$ cat src/rtl/gfm_pkg.sv
// Package of the geometric feature merge table.
// Entry and tolerance types, compare result group, control states, constants.
// No dependencies.
package gfm_pkg;

  // three signed 32-bit components
  typedef struct packed {
    logic signed [31:0] z;
    logic signed [31:0] y;
    logic signed [31:0] x;
  } vec3_t;

  // one stored feature (also used for the candidate)
  typedef struct packed {
    logic        kind;
    vec3_t       org;
    vec3_t       dir;
    logic [30:0] radius;
    logic [30:0] extent;
    logic [7:0]  weight;
  } entry_t;

  // tolerance registers
  typedef struct packed {
    logic [19:0] radius_tol;
    logic [19:0] axis_tol;
    logic [30:0] dir_tol;
  } tol_t;

  // result of comparing one table entry against the candidate
  typedef struct packed {
    logic        vld;
    logic        hit;
    logic [30:0] extent;  // max of entry and candidate
    logic [7:0]  weight;  // max of entry and candidate
  } cmp_res_t;

  typedef enum logic [1:0] {
    ST_IDLE,
    ST_SCAN,
    ST_DRAIN,
    ST_DONE
  } state_t;

  // configuration register indexes
  localparam logic [1:0] REG_RADIUS_TOL = 2'd0;
  localparam logic [1:0] REG_AXIS_TOL   = 2'd1;
  localparam logic [1:0] REG_DIR_TOL    = 2'd2;

  localparam logic [19:0] RADIUS_TOL_RST = 20'd51;
  localparam logic [19:0] AXIS_TOL_RST   = 20'd102;
  localparam logic [30:0] DIR_TOL_RST    = 31'd10737;

  // compare pipeline depth in stages
  localparam int unsigned CMP_LAT = 5;

  localparam logic signed [31:0] ONE_Q30     = 32'sd1073741824;
  localparam logic signed [32:0] MAX_POS_S32 = 33'sd2147483647;

  // func codes
  localparam logic FUNC_OFFER = 1'b0;
  localparam logic FUNC_CLEAR = 1'b1;

  // kind codes
  localparam logic KIND_CYL   = 1'b0;
  localparam logic KIND_PLANE = 1'b1;

endpackage

$ cat src/rtl/gfm_cell.sv
// One cell of the rotating feature ring: holds a single table entry.
// Shifts toward the head, loads a new entry or takes a merged extent/weight.
// Depends on gfm_pkg.
module gfm_cell (
  input  logic            clk,
  input  logic            shift_en,
  input  gfm_pkg::entry_t shift_in,
  input  logic            load_en,
  input  gfm_pkg::entry_t load_val,
  input  logic            upd_en,
  input  logic [30:0]     upd_extent,
  input  logic [7:0]      upd_weight,
  output gfm_pkg::entry_t q
);
  import gfm_pkg::*;

  entry_t ent_r;
  entry_t ent_nxt;

  // next entry: shift, load or merge update
  always_comb begin
    ent_nxt = ent_r;
    if (shift_en) begin
      ent_nxt = shift_in;
    end else if (load_en) begin
      ent_nxt = load_val;
    end else if (upd_en) begin
      ent_nxt.extent = upd_extent;
      ent_nxt.weight = upd_weight;
    end
  end

  always_ff @(posedge clk) begin
    ent_r <= ent_nxt;
  end

  assign q = ent_r;

endmodule

$ cat config.mk
export PLATFORM = sky130hd
export DESIGN_NAME = gfm_cell
export DESIGN_NICKNAME = d
export VERILOG_FILES = /design/src/rtl/gfm_pkg.sv /design/src/rtl/gfm_cell.sv
export SDC_FILE = /design/constraint.sdc
export NUM_CORES = 1
export LEC_CHECK = 0
export BUFFER_PORTS_ARGS = -buffer_cell sky130_fd_sc_hd__buf_4
export CAP_MARGIN = 20
export CORE_AREA = 10 10 312 314
export CTS_CLUSTER_DIAMETER = 80
export DETAILED_ROUTE_END_ITERATION = 10
export DIE_AREA = 0 0 322 324
export SLEW_MARGIN = 20
export SYNTH_ARGS = -nofsm -noshare
export SYNTH_HDL_FRONTEND = slang
export SYNTH_SLANG_ARGS = --single-unit
$ cat constraint.sdc
create_clock -name clk -period 8.9 [get_ports clk]
set_clock_uncertainty 0.05 [all_clocks]
set_input_delay 1.335 -clock clk [delete_from_list [all_inputs] [get_ports clk]]
set_output_delay 1.335 -clock clk [all_outputs]
set_load 0.01 [all_outputs]
; Yosys cells after proc, flatten, opt, wreduce, memory -nomap -nowiden
; Cells that the tools add are included.
[op_classes]
n_lt_le_gt_ge = 0
n_reduce_logical = 2
shift = 0
add_sub_neg = 0
eq_ne = 0
n_div = 0
n_bitwise = 0
n_mux = 4
n_mul = 0
[ops]
columns = op, n
row1 = $mux 263, 1
row2 = $mux 224, 1
row3 = $mux 39, 2
row4 = $reduce_bool 3->1, 1
row5 = $reduce_bool 2->1, 1
[totals]
out_inout_bits = 263
word_cells = 16
romBits = 0
input_bits = 569
mem_count = 0
regBits = 263
latch_bits = 0
ram_bits = 0

; Depth between registers and ports, before layout
; Gate-level depths: netlist (run 1).
[logic_depth]
depth_word = 3
depth_mapped = 5
depth_no_buf = 2

; Worst setup path before layout (run 1)
; OpenSTA, ideal clock, no wires.
[synth_timing]
path_kind = input-to-reg
start = input port load_en
end = register ent_r (netlist bit q[100]) (enable)
cell_stages = 3
required_ns = 8.358
setup_time_ns = 0.492
arrival_time_ns = 4.394
slack_ns = 3.964
path_buffers = 2
cell_sequence = buf_2 > buf_4 > or2_2
[synth_between]
elab_chain_cells = 1
[synth_rtl]
columns = element, line_no
row1 = start: declaration, gfm_cell.sv:8  ; input logic load_en,
row2 = $reduce_bool 2->1 (no line), n/a
row3 = end signal: assignment, gfm_cell.sv:34  ; ent_r <= ent_nxt;
row4 = end: declaration, gfm_cell.sv:17  ; entry_t ent_r;
; Every way passes these cells.
; A chain may end at the register's enable or synchronous reset.

; Worst setup path in the final report (run 1)
[layout_timing]
start = input port load_en
end = register ent_r (netlist bit q[111]) (enable)
; The elaborated chain is that of the path after synthesis.

==> results of run 1 <==
-- layout by cell type (no fill, tap or decap) --
cell type | netlist | final
clkinvlp_4 | 0 | 1
buf_4 | 5 | 831
or2_4 | 0 | 1
buf_12 | 1 | 3
buf_8 | 10 | 1
edfxtp_1 | 263 | 263
diode_2 | 0 | 3
clkinv_1 | 0 | 2
or3_2 | 0 | 1
mux2_2 | 34 | 34
bufinv_16 | 0 | 4
clkinv_2 | 0 | 6
o21ai_0 | 39 | 39
nand2_1 | 39 | 39
inv_6 | 0 | 2
mux2_4 | 190 | 190
mux2i_1 | 39 | 39
clkbuf_16 | 0 | 35
clkbuf_1 | 3 | 6
-- stage by stage --
step | instances | util
after floorplan | 645 | -
after CTS | 2683 | 0.228
after global placement | 2627 | 0.216
after detailed placement | 2627 | 0.216
after global routing | 2685 | 0.228
final | 2686 | 0.228
-- layer usage --
layer  track usage  vias to the layer above
met1         0.118                     4163
met2         0.168                      520
li1              -                     4167
met5             0                        -
met3        0.0606                       54
met4        0.0291                        6
-- power groups by stage --
stage | Combinational, mW | Sequential, mW | Clock, mW
floorplan | 0.202 | 1.67 | 0
global placement | 0.764 | 1.60 | 0
detailed placement | 0.769 | 1.60 | 0
CTS | 0.770 | 1.58 | 1.43
global route | 0.804 | 1.59 | 1.48
finish | 0.755 | 1.58 | 1.37
-- worst max path at each step --
stage | start | end | slack [ps] | cells after the start
3_3_place_gp | load_en | q[58]$_DFFE_PP_ | 5040 | 3
4_1_cts | load_en | q[115]$_DFFE_PP_ | 5650 | 3
6_report | load_en | q[111]$_DFFE_PP_ | 5610 | 3
2_1_floorplan | load_en | q[100]$_DFFE_PP_ | 3960 | 3
5_1_grt | load_en | q[111]$_DFFE_PP_ | 5500 | 3
3_5_place_dp | load_en | q[95]$_DFFE_PP_ | 5010 | 3
-- worst min-delay path, delay by kind of cell --
family / cells / cell delay, ps
buffers and inverters: 1 / 80
AOI/OAI and AO/OA: 1 / 50
and+or+nand+nor: 1 / 40
-- cell families after synthesis --
logic type,synth area share
buffers and inverters,0.0316
DFF,0.644
muxes,0.296
and+or+nand+nor,0.0130
AOI/OAI and AO/OA,0.0159
-- cell type report --
| class | instances | share of cell area |
|---|---|---|
| clock inverter | 15 | 0.00880 |
| sequential | 263 | 0.380 |
| timing repair buffer | 835 | 0.304 |
| clock buffer | 41 | 0.0433 |
| antenna | 3 | 0.000361 |
| tap | 1186 | 0.0715 |
| multi-input combinational | 343 | 0.192 |
==> reports/results.txt, run 1 <==
outcome - finished clean
top post-synthesis cells by count - edfxtp_1 (263), mux2_4 (190), mux2i_1 (39), nand2_1 (39), o21ai_0 (39)
# hold bufs at CTS - 0
CTS HTree Levels - 2
Unique masters post-synth - 14
final number of max-transition violations - 0
filler cell count - 9655
via count - 8910
worst hold start - shift_in[0]
Hold EP - q[0]$_DFFE_PP_
GPL Wtd Cong - 0.883
largest area contributor in the netlist - edfxtp_1
final setup TNS - 0 ps
IO Port Bufs - 831
slowest CP cell - buf_4
dpl cell area - 19700 µm²
first-pass GRT wire length - 76.7 mm
max layer used - met5
Die Span Y - 324 µm
number of setup buffers added after CTS - 0
Clock Power Share - 0.370
Worst Hold Class - input pin to register
cell mode on critical path - buf_4
part of the power in combinational logic - 0.204
Min-Delay Path Depth - 3
CTS tree - built
met2 WL post-DR - 27.9 mm
Peak VDD IR - 0.000127 V
Setup crit end kind - register
Post-synth ARST share - 0
Clock Tree Root - clkbuf_16
largest net degree at the start of global routing - 133
vias per cell - 3.32
Starting DRT DRC Count - 479
Setup CP Type - input pin to register
Period minus WS final - 3290 ps
Post-synth EDFFs - 263
RSZ-0062 raised after global routing - no
Fin. Hold Viols - 0
top cells by area, synth - edfxtp_1 (64%), mux2_4 (23%), mux2i_1 (3.2%), mux2_2 (3.1%), o21ai_0 (1.6%)
Design Power - 3.70 mW
DIE WIDTH - 322 µm
total gr overflow - 0
Rel. slew slack - 0.260
Clock transition at path regs - 50 ps
# rows - 111
nets - 2046
Final setup viols - 0
crit-path leading delay family - buffers and inverters
wire per inst - 22.1 µm
multi-input logic area - 3980 µm²
register area share after synthesis - 0.644
Leakage - 9.32 nW
setup slack at placement - 5010 ps
length of routed wiring on met1 - 22.3 mm
Worst Path Buf+Inv - 2
Min Hold Slack - 1030 ps
Setup crit start kind - input pin
sw frac - 0.242
Seq pwr share - 0.426
mapped cell area - 12300 µm²
final instance area - 20800 µm²
crit-path max cell delay - 760 ps
post-cts sizing count - 0
TritonCTS Buffers - 34
Post-Syn Instances - 645
clock tree buffer depth - 3
Initial DRT Pass Iterations - 6
synthesized flop and latch total - 263
Post-DRT Antenna Nets - 0
DP HPWL - 49.6 mm
die area - 104000 µm²
met3 wire length - 7.99 mm
fraction of layout cells with a size suffix above 1 - 0.741
num ports - 832
Synth Flop Type - edfxtp_1
CP required - 9020 ps
Routed WL - 59.3 mm
area delta synth->final - 69.3%
Syn. warnings - 0
CP Data Arrival Time - 3400 ps
Core ar. - 91100 µm²
initial core utilization - 0.135
Worst Path Max Fanout - 67
net switching power - 0.895 mW
Slew @ Worst Pin - 1110 ps
Largest register FFs - 263
Sequential Area - 7900 µm²
MaxCap Viol Count - 0
Syn Nets - 1214
Fmax - 304 MHz
GRT Overall Usage - 0.105
pwr dens - 178 nW/µm²
DRC Markers - 0
clk sinks - 263
Avg Inst Size Synth - 19.0 µm²
vias in the first global route - 9852
most common cell in the synthesized netlist - edfxtp_1
top-area cell type share of the netlist area - 0.644
cell internal pwr - 2.80 mW
final period utilization - 0.369
antenna violations before repair - 12
Cell Chain, Critical Path - buf_4, or2_4, buf_4
final worst slack - 5610 ps
Note: power is estimated with default switching activity, not from simulation.
==> inputs of run 2 (changes only) <==
==> constraint.sdc (replaced) <==
create_clock -name clk -period 3.1 [get_ports clk]
set_clock_uncertainty 0.05 [all_clocks]
set_input_delay 0.465 -clock clk [delete_from_list [all_inputs] [get_ports clk]]
set_output_delay 0.465 -clock clk [all_outputs]
set_load 0.01 [all_outputs]
==> run 2 against run 1 <==
  * Critical path depth is 2 lower
  * Worst hold slack worse by 880 ps
  * Die area did not move
  * Largest cell class unchanged
  * Via count increased by 3.3%
==> reports/results.txt, run 2 (synthesis gave the netlist of run 1 again) <==
Final setup viols - 0 (unchanged)
post-cts sizing count - 0 (unchanged)
final period utilization - 0.564
GPL Wtd Cong - 0.886 (was 0.883)
clk sinks - 263 (unchanged)
Largest register FFs - 263 (unchanged)
Clock Tree Root - clkbuf_16 (unchanged)
die area - 104000 µm² (unchanged)
Worst Path Buf+Inv - 1 (was 2)
Worst Path Max Fanout - 1 (was 67)
Setup crit end kind - output port (was register)
area delta synth->final - 71.5% (was 69.3%)
initial core utilization - 0.135 (unchanged)
most common cell after layout, fill and taps aside - buf_4 (unchanged)
number of setup buffers added after CTS - 0 (unchanged)
antenna violations before repair - 10 (was 12)
met3 wire length - 7.75 mm (was 7.99 mm)
num ports - 832 (unchanged)
Setup crit start kind - register (was input pin)
Rel. slew slack - 0.367 (was 0.260)
length of routed wiring on met1 - 21.6 mm (was 22.3 mm)
final number of max-transition violations - 0 (unchanged)
nets - 2073 (was 2046)
largest net degree at the start of global routing - 68 (was 133)
Sequential Area - 7900 µm² (unchanged)
Design Power - 10.7 mW (was 3.70 mW)
final setup TNS - 0 ps (unchanged)
max layer used - met5 (unchanged)
TritonCTS Buffers - 35 (was 34)
first-pass GRT wire length - 77.3 mm (was 76.7 mm)
met2 WL post-DR - 28.5 mm (was 27.9 mm)
final instance area - 21000 µm² (was 20800 µm²)
Starting DRT DRC Count - 505 (was 479)
# rows - 111 (unchanged)
clock tree buffer depth - 3 (unchanged)
# hold bufs at CTS - 0 (unchanged)
IO Port Bufs - 831 (unchanged)
filler cell count - 9675 (was 9655)
Die Span Y - 324 µm (unchanged)
Clock transition at path regs - 50 ps (about the same)
commonest cells after routing, fill and taps aside - buf_4 (853), edfxtp_1 (263), mux2_4 (190) (was buf_4 (831), edfxtp_1 (263), mux2_4 (190))
Worst Setup SP - q[135]$_DFFE_PP_ (was load_en)
multi-input logic area - 3980 µm² (unchanged)
Worst Hold Class - input pin to register (unchanged)
instance count on the critical path - 1 (was 3)
RSZ-0062 raised after global routing - no (unchanged)
dpl cell area - 19900 µm² (was 19700 µm²)
Peak VDD IR - 0.000269 V (was 0.000127 V)
GRT Overall Usage - 0.105 (about the same)
vias in the first global route - 10100 (was 9852)
crit-path leading delay family - flip-flops (was buffers and inverters)
Fmax - 572 MHz
Initial DRT Pass Iterations - 5 (was 6)
wire per inst - 21.8 µm (was 22.1 µm)
DRC Markers - 0 (unchanged)
Post-DRT Antenna Nets - 0 (unchanged)
vias per cell - 3.39 (was 3.32)
CP required - 2580 ps (was 9020 ps)
via count - 9203 (was 8910)
crit-path max cell delay - 490 ps (was 760 ps)
CTS HTree Levels - 2 (unchanged)
Core ar. - 91100 µm² (unchanged)
Leakage - 9.48 nW (was 9.32 nW)
MaxCap Viol Count - 0 (unchanged)
total gr overflow - 0 (unchanged)
outcome - finished clean (unchanged)
Cell Chain, Critical Path - buf_4 (was buf_4, or2_4, buf_4)
Fin. Hold Viols - 0 (unchanged)
DP HPWL - 49.6 mm (about the same)
Critical Path End - q[135] (was q[111]$_DFFE_PP_)
DIE WIDTH - 322 µm (unchanged)
Period minus WS final - 1750 ps
CP Data Arrival Time - 1230 ps (was 3400 ps)
Min Hold Slack - 144 ps (was 1030 ps)
Routed WL - 59.1 mm (was 59.3 mm)
pwr dens - 509 nW/µm² (was 178 nW/µm²)
Setup CP Type - register to output port (was input pin to register)
CTS tree - built (unchanged)
fraction of layout cells with a size suffix above 1 - 0.742 (was 0.741)
Slew @ Worst Pin - 950 ps (was 1110 ps)
slowest CP cell - edfxtp_1 (was buf_4)
-- run 2: worst min-delay path by stage --
stage	from	endpoint	cells past startpoint	slack [ps]
after CTS	shift_in[15]	q[15]$_DFFE_PP_	3	70
after detailed placement	shift_in[2]	q[2]$_DFFE_PP_	3	700
after global placement	shift_in[8]	q[8]$_DFFE_PP_	3	700
after global routing	shift_in[214]	q[214]$_DFFE_PP_	2	100
final	shift_in[1]	q[1]$_DFFE_PP_	3	140
after floorplan	shift_in[0]	q[0]$_DFFE_PP_	2	610
-- run 2: final cells by class --
class / count / share of cell area
sequential: 263 / 0.375
multi-input combinational: 343 / 0.189
tap: 1186 / 0.0705
clock buffer: 45 / 0.0454
antenna: 3 / 0.000357
clock inverter: 16 / 0.00731
timing repair buffer: 861 / 0.312
-- run 2: routing by layer --
| metal | global-route usage | vias to the layer above |
|---|---|---|
| li1 | - | 4227 |
| met1 | 0.114 | 4372 |
| met2 | 0.169 | 519 |
| met3 | 0.0616 | 75 |
| met4 | 0.0347 | 10 |
| met5 | 0 | - |
-- run 2: per-stage QoR --
stage                     setup WS (ps)  instances  utilization
after floorplan                     162        645            -
after global placement              958       2653        0.219
after detailed placement            939       2653        0.219
after CTS                          1280       2714        0.231
after global routing               1260       2717        0.231
final                              1350       2717        0.231
-- run 2: power breakdown --
group | switching (mW) | leakage [nW] | internal (mW)
registers | 0.144 | 2.69 | 4.38
logic | 0.895 | 6.24 | 1.30
clock network | 1.57 | 0.541 | 2.42
